[config.mk]
export PLATFORM = sky130hd
export DESIGN_NAME = pid_speed_controller_flat
export DESIGN_NICKNAME = d
export VERILOG_FILES = /design/src/hw/rtl/pidsc_pkg.sv /design/src/hw/rtl/pidsc_stream_if.sv /design/src/hw/rtl/pidsc_cfg.sv /design/src/hw/rtl/pidsc_calc.sv /design/src/hw/rtl/pid_speed_controller.sv /design/src/flat_wrapper.sv
export SDC_FILE = /design/constraint.sdc
export NUM_CORES = 2
export LEC_CHECK = 0
export BUFFER_PORTS_ARGS = -buffer_cell sky130_fd_sc_hd__buf_2
export CAP_MARGIN = 0
export CORE_MARGIN = 1.5
export CORE_UTILIZATION = 44
export DETAILED_ROUTE_END_ITERATION = 7
export GPL_TIMING_DRIVEN = 1
export SLEW_MARGIN = 40
export SYNTH_ARGS = -nofsm -noshare
export SYNTH_HDL_FRONTEND = slang
export SYNTH_SLANG_ARGS = --single-unit
[constraint.sdc]
create_clock -name clk -period 21.4 [get_ports clk]
set_input_delay 1.07 -clock clk [delete_from_list [all_inputs] [get_ports clk]]
set_output_delay 1.07 -clock clk [all_outputs]
set_load 0.01 [all_outputs]
[src/hw/rtl/pidsc_pkg.sv]
`default_nettype none

package pidsc_pkg;

	localparam int FRACTION_BITS_DEF = 8;

	localparam int DATA_W = 16;   // measured, setpoint, drive
	localparam int ERR_W  = 17;   // setpoint - measured, exact
	localparam int GAIN_W = 16;   // unsigned Q8.8
	localparam int LIM_W  = 15;   // limit magnitude, integer units
	localparam int IDX_W  = 3;
	localparam int WR_W   = 16;   // widest register

	localparam logic [IDX_W-1:0] REG_MODE      = 3'd0;
	localparam logic [IDX_W-1:0] REG_GAIN_P    = 3'd1;
	localparam logic [IDX_W-1:0] REG_GAIN_I    = 3'd2;
	localparam logic [IDX_W-1:0] REG_GAIN_D    = 3'd3;
	localparam logic [IDX_W-1:0] REG_OUT_LIM   = 3'd4;
	localparam logic [IDX_W-1:0] REG_INT_LIM   = 3'd5;

	typedef struct packed {
		logic              mode_incremental;
		logic [GAIN_W-1:0] gain_p;
		logic [GAIN_W-1:0] gain_i;
		logic [GAIN_W-1:0] gain_d;
		logic [LIM_W-1:0]  output_limit;
		logic [LIM_W-1:0]  integral_limit;
	} cfg_t;

endpackage

`default_nettype wire

[src/hw/rtl/pidsc_stream_if.sv]
`default_nettype none

interface pidsc_in_if import pidsc_pkg::*; ();
	logic                     valid;
	logic                     ready;
	logic signed [DATA_W-1:0] measured;
	logic signed [DATA_W-1:0] setpoint;

	modport source (output valid, output measured, output setpoint, input ready);
	modport sink   (input valid, input measured, input setpoint, output ready);
endinterface

interface pidsc_out_if import pidsc_pkg::*; ();
	logic                     valid;
	logic                     ready;
	logic signed [DATA_W-1:0] drive;

	modport source (output valid, output drive, input ready);
	modport sink   (input valid, input drive, output ready);
endinterface

`default_nettype wire

[src/hw/rtl/pidsc_cfg.sv]
`default_nettype none

module pidsc_cfg import pidsc_pkg::*; (
	input  wire logic             clk,
	input  wire logic             arst_n,
	input  wire logic             wr_en,
	input  wire logic [IDX_W-1:0] wr_index,
	input  wire logic [WR_W-1:0]  wr_data,
	output cfg_t                  cfg
);

	cfg_t cfg_q;

	always_ff @(posedge clk or negedge arst_n) begin
		if (!arst_n) begin
			cfg_q <= '0;
		end else if (wr_en) begin
			unique case (wr_index)
				REG_MODE:    cfg_q.mode_incremental <= wr_data[0];
				REG_GAIN_P:  cfg_q.gain_p           <= wr_data[GAIN_W-1:0];
				REG_GAIN_I:  cfg_q.gain_i           <= wr_data[GAIN_W-1:0];
				REG_GAIN_D:  cfg_q.gain_d           <= wr_data[GAIN_W-1:0];
				REG_OUT_LIM: cfg_q.output_limit     <= wr_data[LIM_W-1:0];
				REG_INT_LIM: cfg_q.integral_limit   <= wr_data[LIM_W-1:0];
				default: ;   // unmapped index, write dropped
			endcase
		end
	end

	assign cfg = cfg_q;

endmodule

`default_nettype wire

[src/hw/rtl/pidsc_calc.sv]
`default_nettype none

module pidsc_calc import pidsc_pkg::*; #(
	parameter int FRACTION_BITS = FRACTION_BITS_DEF,
	localparam int ACC_W = DATA_W + FRACTION_BITS
) (
	input  cfg_t                     cfg,
	input  wire logic signed [DATA_W-1:0] measured,
	input  wire logic signed [DATA_W-1:0] setpoint,
	input  wire logic signed [ERR_W-1:0]  last_err,
	input  wire logic signed [ERR_W-1:0]  older_err,
	input  wire logic signed [ACC_W-1:0]  int_sum,
	input  wire logic signed [ACC_W-1:0]  out_sum,
	output logic signed [ERR_W-1:0]       err,
	output logic signed [ACC_W-1:0]       int_next,
	output logic signed [ACC_W-1:0]       out_next,
	output logic signed [DATA_W-1:0]      drive
);

	localparam int D1_W   = ERR_W + 1;
	localparam int D2_W   = ERR_W + 2;
	localparam int K_W    = GAIN_W + 1;
	localparam int PROD_W = K_W + D2_W;
	localparam int SUM_W  = ((ACC_W > PROD_W) ? ACC_W : PROD_W) + 3;
	localparam logic [ACC_W-1:0] RND_MASK = ACC_W'((64'd1 << FRACTION_BITS) - 64'd1);

	function automatic logic signed [SUM_W-1:0] clamp_sym(
		input logic signed [SUM_W-1:0] v,
		input logic signed [SUM_W-1:0] lim
	);
		logic signed [SUM_W-1:0] r;
		if (v > lim)
			r = lim;
		else if (v < -lim)
			r = -lim;
		else
			r = v;
		return r;
	endfunction

	logic signed [D1_W-1:0]   d1;
	logic signed [D2_W-1:0]   d2;
	logic signed [K_W-1:0]    kp, ki, kd;
	logic signed [D2_W-1:0]   op_p, op_i, op_d;
	logic signed [PROD_W-1:0] mp, mi, md;
	logic signed [SUM_W-1:0]  ilim, olim, int_sat, base, sum;
	logic        [ACC_W-1:0]  bias;
	logic signed [ACC_W-1:0]  rounded, shifted;

	always_comb begin
		err = ERR_W'(setpoint) - ERR_W'(measured);
		d1  = D1_W'(err) - D1_W'(last_err);
		d2  = D2_W'(err) - (D2_W'(last_err) <<< 1) + D2_W'(older_err);

		kp = $signed({1'b0, cfg.gain_p});
		ki = $signed({1'b0, cfg.gain_i});
		kd = $signed({1'b0, cfg.gain_d});

		// incremental mode feeds P and D the differences, positional feeds them e0 and e0-e1; I always takes e0
		op_p = cfg.mode_incremental ? D2_W'(d1) : D2_W'(err);
		op_i = D2_W'(err);
		op_d = cfg.mode_incremental ? d2 : D2_W'(d1);

		mp = PROD_W'(kp) * PROD_W'(op_p);
		mi = PROD_W'(ki) * PROD_W'(op_i);
		md = PROD_W'(kd) * PROD_W'(op_d);

		ilim = $signed(SUM_W'(cfg.integral_limit) << FRACTION_BITS);
		olim = $signed(SUM_W'(cfg.output_limit) << FRACTION_BITS);

		int_sat  = clamp_sym(SUM_W'(int_sum) + SUM_W'(mi), ilim);
		int_next = ACC_W'(int_sat);

		base = cfg.mode_incremental ? (SUM_W'(out_sum) + SUM_W'(mi)) : int_sat;
		sum  = base + SUM_W'(mp) + SUM_W'(md);
		out_next = ACC_W'(clamp_sym(sum, olim));

		// truncate toward zero: bias negatives before the arithmetic shift
		bias    = {ACC_W{out_next[ACC_W-1]}} & RND_MASK;
		rounded = out_next + $signed(bias);
		shifted = rounded >>> FRACTION_BITS;
		drive   = shifted[DATA_W-1:0];
	end

endmodule

`default_nettype wire

[src/hw/rtl/pid_speed_controller.sv]
// PID speed controller, positional or incremental.
//
// sample (sink): one beat carries measured and setpoint; result (source):
// one beat carries the clamped drive value. One result beat per sample beat,
// in order.
// The sample beat is captured in an input register; from there the three
// gain multiplies, the integral clamp and the output clamp run in one pass
// and load the result register, once it is free, together with the error
// history, the output accumulator and, in positional mode only, the integral.
// Throughput is one beat per cycle while the receiver keeps result.ready
// high, set by that single registered pass through the three multipliers.
// A waiting result does not block the input register: a new sample is taken
// while the result register is full and is held there until the receiver
// takes the result. Only with both full and result.ready low is sample.ready low.
// Registers are written through wr_en/wr_index/wr_data, by the user only while
// the block holds no beat, unchecked by the block; unmapped indices are ignored.
// Reset clears all registers, history and accumulators to zero and empties
// both pipeline registers.
`default_nettype none

module pid_speed_controller import pidsc_pkg::*; #(
	parameter int FRACTION_BITS = FRACTION_BITS_DEF
) (
	input  wire logic             clk,
	input  wire logic             arst_n,
	input  wire logic             wr_en,
	input  wire logic [IDX_W-1:0] wr_index,
	input  wire logic [WR_W-1:0]  wr_data,
	pidsc_in_if.sink              sample,
	pidsc_out_if.source           result
);

	localparam int ACC_W = DATA_W + FRACTION_BITS;

	cfg_t cfg;

	logic                     valid_s1;
	logic signed [DATA_W-1:0] measured_s1, setpoint_s1;
	logic                     valid_s2;
	logic signed [DATA_W-1:0] drive_s2;

	logic signed [ERR_W-1:0]  last_err_q, older_err_q;
	logic signed [ACC_W-1:0]  int_sum_q, out_sum_q;

	logic signed [ERR_W-1:0]  err;
	logic signed [ACC_W-1:0]  int_next, out_next;
	logic signed [DATA_W-1:0] drive;

	logic s2_free, advance;

	pidsc_cfg u_cfg (
		.clk      (clk),
		.arst_n   (arst_n),
		.wr_en    (wr_en),
		.wr_index (wr_index),
		.wr_data  (wr_data),
		.cfg      (cfg)
	);

	pidsc_calc #(
		.FRACTION_BITS (FRACTION_BITS)
	) u_calc (
		.cfg       (cfg),
		.measured  (measured_s1),
		.setpoint  (setpoint_s1),
		.last_err  (last_err_q),
		.older_err (older_err_q),
		.int_sum   (int_sum_q),
		.out_sum   (out_sum_q),
		.err       (err),
		.int_next  (int_next),
		.out_next  (out_next),
		.drive     (drive)
	);

	assign s2_free      = !valid_s2 || result.ready;
	assign advance      = valid_s1 && s2_free;
	assign sample.ready = !valid_s1 || s2_free;
	assign result.valid = valid_s2;
	assign result.drive = drive_s2;

	always_ff @(posedge clk or negedge arst_n) begin
		if (!arst_n) begin
			valid_s1 <= 1'b0;
		end else if (sample.ready) begin
			valid_s1 <= sample.valid;
		end
	end

	always_ff @(posedge clk) begin
		if (sample.valid && sample.ready) begin
			measured_s1 <= sample.measured;
			setpoint_s1 <= sample.setpoint;
		end
	end

	always_ff @(posedge clk or negedge arst_n) begin
		if (!arst_n) begin
			valid_s2    <= 1'b0;
			last_err_q  <= '0;
			older_err_q <= '0;
			int_sum_q   <= '0;
			out_sum_q   <= '0;
		end else begin
			if (s2_free)
				valid_s2 <= valid_s1;
			if (advance) begin
				older_err_q <= last_err_q;
				last_err_q  <= err;
				out_sum_q   <= out_next;
				if (!cfg.mode_incremental)
					int_sum_q <= int_next;
			end
		end
	end

	always_ff @(posedge clk) begin
		if (advance)
			drive_s2 <= drive;
	end

	// both registers full and receiver stalled: no new sample may be taken
	a_full_stall: assert property (@(posedge clk) disable iff (!arst_n)
		valid_s1 && valid_s2 && !result.ready |-> !sample.ready)
		else $error("sample taken with pipeline full");

	// an item leaving the input register always lands in the result register
	a_advance_lands: assert property (@(posedge clk) disable iff (!arst_n)
		advance |=> valid_s2)
		else $error("advanced item lost");

	a_drive_in_limit: assert property (@(posedge clk) disable iff (!arst_n)
		valid_s2 |-> (drive_s2 <= $signed({1'b0, cfg.output_limit}))
			&& (drive_s2 >= -$signed({1'b0, cfg.output_limit})))
		else $error("drive outside output limit");

	a_integral_in_limit: assert property (@(posedge clk) disable iff (!arst_n)
		advance && !cfg.mode_incremental |=>
			(int_sum_q <= $signed(ACC_W'(cfg.integral_limit) << FRACTION_BITS))
			&& (int_sum_q >= -$signed(ACC_W'(cfg.integral_limit) << FRACTION_BITS)))
		else $error("integral outside integral limit");

	a_history_shift: assert property (@(posedge clk) disable iff (!arst_n)
		advance |=> older_err_q == $past(last_err_q))
		else $error("error history not shifted");

endmodule

`default_nettype wire

[src/flat_wrapper.sv]
// flat-port wrapper written by rule: the top's interface ports become plain ports
module pid_speed_controller_flat import pidsc_pkg::*;
#(
	parameter int FRACTION_BITS = FRACTION_BITS_DEF
)
  (clk, arst_n, wr_en, wr_index, wr_data, sample_valid, sample_measured, sample_setpoint, sample_ready, result_valid, result_drive, result_ready);
  pidsc_in_if sample_i ();
  pidsc_out_if result_i ();
  input  wire logic clk;
  input  wire logic arst_n;
  input  wire logic wr_en;
  input  wire logic [IDX_W-1:0] wr_index;
  input  wire logic [WR_W-1:0] wr_data;
  input wire logic [$bits(sample_i.valid)-1:0] sample_valid;
  input wire logic [$bits(sample_i.measured)-1:0] sample_measured;
  input wire logic [$bits(sample_i.setpoint)-1:0] sample_setpoint;
  output wire logic [$bits(sample_i.ready)-1:0] sample_ready;
  output wire logic [$bits(result_i.valid)-1:0] result_valid;
  output wire logic [$bits(result_i.drive)-1:0] result_drive;
  input wire logic [$bits(result_i.ready)-1:0] result_ready;
  assign sample_i.valid = sample_valid;
  assign sample_i.measured = sample_measured;
  assign sample_i.setpoint = sample_setpoint;
  assign sample_ready = sample_i.ready;
  assign result_valid = result_i.valid;
  assign result_drive = result_i.drive;
  assign result_i.ready = result_ready;
  pid_speed_controller #(.FRACTION_BITS(FRACTION_BITS)) u_core (.clk(clk), .arst_n(arst_n), .wr_en(wr_en), .wr_index(wr_index), .wr_data(wr_data), .sample(sample_i), .result(result_i));
endmodule
**Word level (Yosys, flattened, before mapping)**

Index checks and enable logic that the tools add are counted.

- Register bits after elaboration: 211
- Word-level logic and storage cells: 60

- Add/sub/neg operators: 11
- $mul: 3
- $lt $le $gt $ge: 4
- Equality and inequality tests: 5
- Muxes and demuxes: 7
- Bitwise logic cells: 1
- Reduce and logical (&&, ||, !) cells: 14

Operator list:

| operator | number |
|---|---|
| 39-bit 2-to-1 mux | 3 |
| 39-bit by 36-bit adder with 39-bit output | 2 |
| 23-bit negation with 39-bit output | 2 |
| 17-bit by 19-bit multiplier with 36-bit output | 2 |
| 24-bit by 34-bit adder with 35-bit output | 2 |
| 24-bit 2-to-1 mux | 2 |
| 39-bit by 24-bit > comparator with 1-bit output | 1 |
| 35-bit by 39-bit < comparator with 1-bit output | 1 |
| 39-bit < comparator | 1 |
| 19-bit 2-to-1 mux | 2 |
| 35-bit by 24-bit > comparator with 1-bit output | 1 |
| 17-bit by 17-bit multiplier with 34-bit output | 1 |
| 24-bit by 9-bit adder with 24-bit output | 1 |
| 19-bit by 17-bit adder with 19-bit output | 1 |
| 17-bit by 18-bit subtractor with 19-bit output | 1 |
| 17-bit by 17-bit subtractor with 18-bit output | 1 |
| 16-bit by 16-bit subtractor with 17-bit output | 1 |
| 2-bit AND reduction | 7 |
| 3-bit by 2-bit equality test with 1-bit output (second input constant) | 2 |
| 3-bit equality test (second input constant) | 2 |
| 3-bit by 1-bit equality test with 1-bit output (second input constant) | 1 |
| 3-bit logical NOT | 1 |
| 1-bit logical AND | 2 |
| 1-bit logical NOT | 2 |
| 2 further kinds | 3 |

**Depth between registers and ports, before layout**

- Depth after elaboration: 13
- Mapped depth: 114
- Mapped depth without buffers: 108

**Modules after synthesis**

Synthesis repeated with hierarchy kept, for this count alone.

- Cell total of the unflattened synthesis: 5,544
- Area, all modules: 51,864.7 um^2

By module, submodules not included:

| module | times used | cells an instance | area each (um^2) |
|---|---|---|---|
| pidsc_calc | 1 | 5,141 | 44,104.8 |
| pid_speed_controller | 1 | 231 | 4,603.2 |
| pidsc_cfg | 1 | 172 | 3,156.8 |

**Worst setup path after synthesis**

OpenSTA, ideal clock, no wires.

- Path kind: reg-to-reg
- Start: reg u_core.setpoint_s1[1]
- End: reg u_core.drive_s2[8] (netlist: u_core.result.drive[8]), data pin
- Arrival: 22.303 ns
- Path slack: -1.182 ns
- Stages on the path, launching flop included: 107
- Buffers on the path: 6
- Clock period less this slack: 22.582 ns
- Path through: edfxtp_1 -> ha_1 -> nor2b_1 -> o21ai_0 -> a21boi_0 -> o21ai_0 -> a21boi_0 -> o21ai_0 -> a21boi_0 -> o21ai_0 -> a21boi_0 -> o21ai_0 -> a21boi_0 -> o21ai_0 -> a21boi_0 -> o21ai_0 -> nand2_1 -> xor2_1 -> [71 not listed] -> or4_1 -> nor3_1 -> nor2_1 -> mux2i_2 -> buf_2 -> nand2_1 -> clkbuf_1 -> nor2_1 -> ha_1 -> a21o_1 -> a21oi_1 -> and3_1 -> a211oi_2 -> o21ai_2 -> nor4_2 -> buf_4 -> nand3_1 -> xor2_1

- Word-level cells in the longest chain between the ends: 13

RTL lines:

| element | RTL line | text |
|---|---|---|
| from (decl) | pid_speed_controller.sv:38 | `logic signed [DATA_W-1:0] measured_s1, setpoint_s1;` |
| from (signal assigned) | pid_speed_controller.sv:93 | `setpoint_s1 <= sample.setpoint;` |
| 16-bit by 16-bit subtractor with 17-bit output (*) | pidsc_calc.sv:51 | `err = ERR_W'(setpoint) - ERR_W'(measured);` |
| net u_core.err[15] | pid_speed_controller.sv:45 | `logic signed [ERR_W-1:0] err;` |
| 17-bit by 17-bit multiplier with 34-bit output | pidsc_calc.sv:65 | `mi = PROD_W'(ki) * PROD_W'(op_i);` |
| 24-bit by 34-bit adder with 35-bit output | pidsc_calc.sv:71 | `int_sat = clamp_sym(SUM_W'(int_sum) + SUM_W'(mi), ilim);` |
| 35-bit by 39-bit < comparator with 1-bit output | pidsc_calc.sv:34 | `else if (v < -lim)` |
| 39-bit 2-to-1 mux | pidsc_calc.sv:34 |  |
| 39-bit 2-to-1 mux | pidsc_calc.sv:32 | `if (v > lim)` |
| 39-bit 2-to-1 mux | pidsc_calc.sv:74 | `base = cfg.mode_incremental ? (SUM_W'(out_sum) + SUM_W'(mi)) : int_sat;` |
| 39-bit by 36-bit adder with 39-bit output | pidsc_calc.sv:75 | `sum = base + SUM_W'(mp) + SUM_W'(md);` |
| 39-bit by 36-bit adder with 39-bit output (*) | pidsc_calc.sv:75 |  |
| 39-bit < comparator | pidsc_calc.sv:34 |  |
| 24-bit 2-to-1 mux | pidsc_calc.sv:34 |  |
| 24-bit 2-to-1 mux (*) | pidsc_calc.sv:32 |  |
| net u_core.out_next[5] | pid_speed_controller.sv:46 | `logic signed [ACC_W-1:0] int_next, out_next;` |
| 24-bit by 9-bit adder with 24-bit output (*) | pidsc_calc.sv:80 | `rounded = out_next + $signed(bias);` |
| net u_core.drive[8] | pid_speed_controller.sv:47 | `logic signed [DATA_W-1:0] drive;` |
| to (signal assigned) | pid_speed_controller.sv:119 | `drive_s2 <= drive;` |
| to (decl) | pid_speed_controller.sv:40 | `logic signed [DATA_W-1:0] drive_s2;` |

Mark *: on every way through the listed nets, which the timed path passes. The rest lies on a longest branch.
A chain may end at the register's enable or synchronous reset.

**Worst setup path after layout**

- Start: reg u_core.setpoint_s1[0]
- End: reg u_core.drive_s2[15] (netlist: u_core.result.drive[15]), data pin

- Word-level cells in the longest chain between the ends: 13

RTL lines:

| element | RTL line |
|---|---|
| 16-bit by 16-bit subtractor with 17-bit output (*) | pidsc_calc.sv:51 |
| 17-bit by 17-bit multiplier with 34-bit output | pidsc_calc.sv:65 |
| 24-bit by 34-bit adder with 35-bit output | pidsc_calc.sv:71 |
| 35-bit by 39-bit < comparator with 1-bit output | pidsc_calc.sv:34 |
| 39-bit 2-to-1 mux | pidsc_calc.sv:34 |
| 39-bit 2-to-1 mux | pidsc_calc.sv:32 |
| 39-bit 2-to-1 mux | pidsc_calc.sv:74 |
| 39-bit by 36-bit adder with 39-bit output | pidsc_calc.sv:75 |
| 39-bit by 36-bit adder with 39-bit output (*) | pidsc_calc.sv:75 |
| 39-bit < comparator | pidsc_calc.sv:34 |
| 24-bit 2-to-1 mux | pidsc_calc.sv:34 |
| 24-bit 2-to-1 mux (*) | pidsc_calc.sv:32 |
| net u_core.out_next[23] | pid_speed_controller.sv:46 |
| 24-bit by 9-bit adder with 24-bit output (*) | pidsc_calc.sv:80 |
| net u_core.drive[15] | pid_speed_controller.sv:47 |

Marks and branches as above.

==> results.txt <==
----------------------------------------------------
[Status]
  Result of the run ... finished, violations left
  Failing checks ... negative setup slack

[Global routing]
  Initial antenna violation count ... 8
  GRT Total Usage ... 25.74%
  Overflow left after global routing ... 0
  Maximum number of pins on one net before global-route repair ... 80
  Vias in the first global route ... 43180
  Wire length of the first global-routing pass ... 242.6 mm

[Detailed routing]
  Via density per instance ... 5.271
  Drt first pass iters ... 5
  Total DRC errors in the routed layout ... 0
  Routed length per placed instance ... 19.35 um
  Antenna Nets Post-Route ... 0
  Detailed router's first-iteration violation count ... 2415
  Vias after detailed routing ... 41510
  Total wirelength of the detailed-routed design ... 152.4 mm

[Min path]
  Type of the worst min-delay path ... reg2reg
  Worst min-delay path endpoint ... u_core.int_sum_q[6]$_DFFE_PN0P_
  Hold Crit Depth ... 2
  Source of the worst hold timing path ... u_core.int_sum_q[6]$_DFFE_PN0P_

[Placed design]
  Number of port buffers ... 73
  Gp weighted congestion ... 0.9579
  Final HPWL from detailed placement ... 127.1 mm

[Setup path]
  Highest net fanout along the worst path ... 7
  Arr. time, crit path ... 22.60 ns
  Kind of end point of the critical path ... register
  Reg-to-reg critical path startpoint ... u_core.setpoint_s1[0]$_DFFE_PP_
  Max incr delay on CP ... 0.59 ns
  Minimum setup slack among reg-to-reg paths ... -0.81 ns
  Startpoint type of the worst setup path ... register
  Master of the slowest instance on the critical path ... sky130_fd_sc_hd__fa_1
  Worst Path Required ... 21.79 ns
  Worst R2R End ... u_core.result.drive[15]$_DFFE_PP_
  Crit-path most repeated cell ... sky130_fd_sc_hd__fa_1
  Worst setup path category ... reg2reg
  FF-to-FF path depth ... 101

[Timing]
  Unrepaired setup endpoints after global routing ... true
  Final Slew Violations ... 0
  Final clock skew ... 0.04656 ns
  Worst-case setup margin in the final layout ... -0.8127 ns
  Worst slew margin ... 38.92%
  Endpoints failing hold ... 0
  Fmax ... 0.04502 GHz
  Min Tclk post-route ... 22.21 ns
  Part of the cycle the worst path needs ... 103.8%
  Final setup violation count ... 16
  Least-Margin Pin Slew ... 0.9092 ns

[Yosys]
  Async S/R FF share, synth ... 77.25%
  Gate Count Post-Synth ... 5762
  Number of distinct standard cells referenced by the synthesized netlist ... 95
  Yosys synthesis warning count ... 0
  Synth area leaders ... sky130_fd_sc_hd__fa_1 (37%), sky130_fd_sc_hd__ha_1 (12%), sky130_fd_sc_hd__inv_1 (8.6%), sky130_fd_sc_hd__dfrtp_1 (7.9%), sky130_fd_sc_hd__nand2_1 (5.5%)
  Post-synthesis average cell area ... 8.981 um2
  Synthesized netlist net count ... 7282
  Sequential-to-total area share from yosys stat ... 10.67%
  Synthesis-stage register bit count ... 211
  Number of enable-type register cells in the synthesized netlist ... 48
  Cell taking the most area after synthesis ... sky130_fd_sc_hd__fa_1
  Post-synth top flop ... sky130_fd_sc_hd__dfrtp_1
  Cell Area, Synth ... 51750 um2
  Yosys top cell area share ... 37.45%

[Clock network]
  Max clock buf depth ... 3
  CTS tree ... done
  Cts-stage hold buffer count ... 0
  Insertion delay to the later sink of the worst-skew pair ... 0.64 ns
  CTS H-tree depth ... 1
  Cell at the root of the clock tree ... sky130_fd_sc_hd__clkbuf_16
  Total clock sinks ... 211
  Clk pin slew, worst setup/hold paths ... 0.07 ns
  CTS Buf Count ... 29

[Floorplan]
  Die H ... 345.9 um
  Die width ... 345.9 um
  Area of the die ... 119700 um2
  Total I/O pin count ... 74
  Starting utilization of the core area ... 44.47%
  Total core area ... 116400 um2
  Row count ... 125

[Final layout]
  Number of nets in the finished design ... 7847
  Area growth from synthesis to layout ... 18.25%
  Final Core Density ... 52.59%
  Most common library cell in the layout ignoring fill and taps ... sky130_fd_sc_hd__inv_1
  Most used cells in the layout excluding fill and tap cells ... sky130_fd_sc_hd__inv_1 (1166), sky130_fd_sc_hd__fa_1 (960), sky130_fd_sc_hd__nand2_1 (743)
  Share of cells above drive strength 1 ... 18.77%

[Run]
  Number of max-capacitance violations reported ... 0

----------------------------------------------------
## cell type report
| class | instances | area [um2] |
|---|---|---|
| fill | 10840 | 55170 |
| multi-input combinational | 4157 | 42590 |
| timing repair buffer | 742 | 5729 |
| sequential | 211 | 5524 |
| inverter | 1186 | 4452 |
| tap | 1524 | 1907 |
| clock buffer | 35 | 758.2 |
| clock inverter | 19 | 227.7 |
| antenna | 1 | 2.502 |
## state kept, by name, summed over array words and instances, names as in the netlist
register,cells
u_core.int_sum_q,24
u_core.measured_s1,16
u_core.older_err_q,17
u_core.last_err_q,17
u_core.out_sum_q,24
u_core.result.drive,16
u_core.valid_s1,1
u_core.result.valid,1
u_core.u_cfg.cfg,79
u_core.setpoint_s1,16
## layer usage
layer	wire length (um)	GRT usage, %
met5	20	0
met4	4950	7.543
met3	8807	3.363
met2	72740	42.64
met1	65860	35.23
## critical path, delay by kind of cell (launching register included)
family                     cells  cell delay, ns
adders and majority gates     22            9.14
xor gates and xnor gates       5            0.83
and+or+nand+nor               25            4.27
buffers and inverters         17            1.73
muxes                          1            0.27
DFF                            1            0.36
AOI/OAI and AO/OA             31            5.37
## stage by stage
stage	std cells	setup slack [ns]	setup TNS (ns)	hold WS, ns	area [um2]
after global routing	7874	-1.731	-32.37	0.5127	61190
final	7875	-0.8127	-10.94	0.4875	61190
after global placement	7755	-1.365	-23.41	0.4653	58070
after floorplan	5762	0.007532	0	0.4498	51860
after detailed placement	7755	-1.766	-36.16	0.4738	58080
after CTS	7816	-1.006	-14.75	0.4901	59240
## kinds of logic after synthesis
kind of cell    Yosys count  share of synthesized area [%]
xor+xnor                174                          2.945
compound gates          760                          9.200
mux                     101                          2.166
buf+inv                1396                          10.16
flops                   211                          10.67
simple gates           1654                          15.38
fa+ha+maj              1466                          49.48
## repair_timing
action / in CTS / in global routing
endpoints found under the setup margin: 40 / 40
resized for setup: 34 / 336
pin swaps: 6 / 151
buffers inserted: 6 / 53
gates cloned: 1 / 4
hold endpoints to repair: 0 / 0
## cells in the mapped netlist (10+ instances only)
cell type	n
sky130_fd_sc_hd__nor2_1	178
sky130_fd_sc_hd__xnor2_1	129
sky130_fd_sc_hd__nand2b_1	33
sky130_fd_sc_hd__o21ai_0	220
sky130_fd_sc_hd__ha_1	496
sky130_fd_sc_hd__mux2_2	85
sky130_fd_sc_hd__a31oi_1	25
sky130_fd_sc_hd__mux2i_1	15
sky130_fd_sc_hd__edfxtp_1	48
sky130_fd_sc_hd__o31ai_1	27
sky130_fd_sc_hd__and3_1	29
sky130_fd_sc_hd__or3_1	24
sky130_fd_sc_hd__o21ai_1	13
sky130_fd_sc_hd__o21bai_1	25
sky130_fd_sc_hd__inv_1	1182
sky130_fd_sc_hd__o21a_1	37
sky130_fd_sc_hd__buf_1	14
sky130_fd_sc_hd__a21oi_1	188
sky130_fd_sc_hd__o211ai_1	15
sky130_fd_sc_hd__nand4_1	27
sky130_fd_sc_hd__a211oi_1	20
sky130_fd_sc_hd__or2_2	19
sky130_fd_sc_hd__o22ai_1	21
sky130_fd_sc_hd__and2_1	374
sky130_fd_sc_hd__nor2b_1	42
sky130_fd_sc_hd__a21o_1	62
sky130_fd_sc_hd__nand2_1	753
sky130_fd_sc_hd__nand3_1	62
sky130_fd_sc_hd__nor3_1	63
sky130_fd_sc_hd__clkbuf_1	192
sky130_fd_sc_hd__fa_1	968
sky130_fd_sc_hd__dfrtp_1	163
sky130_fd_sc_hd__nor3b_1	10
sky130_fd_sc_hd__xor2_1	45
sky130_fd_sc_hd__a21boi_0	26
## worst max path at each step
stage	startpoint	end	depth (start not counted)
6_report	u_core.setpoint_s1[0]$_DFFE_PP_	u_core.result.drive[15]$_DFFE_PP_	101
5_1_grt	u_core.setpoint_s1[0]$_DFFE_PP_	u_core.result.drive[12]$_DFFE_PP_	107
4_1_cts	u_core.setpoint_s1[0]$_DFFE_PP_	u_core.result.drive[14]$_DFFE_PP_	101
3_5_place_dp	u_core.setpoint_s1[1]$_DFFE_PP_	u_core.result.drive[14]$_DFFE_PP_	102
3_3_place_gp	u_core.measured_s1[1]$_DFFE_PP_	u_core.result.drive[15]$_DFFE_PP_	102
2_1_floorplan	u_core.setpoint_s1[0]$_DFFE_PP_	u_core.result.drive[8]$_DFFE_PP_	108
Power is left out: the tool's default activity adds up to more than one toggle a clock period on the data nets, which glitch-free logic cannot reach.
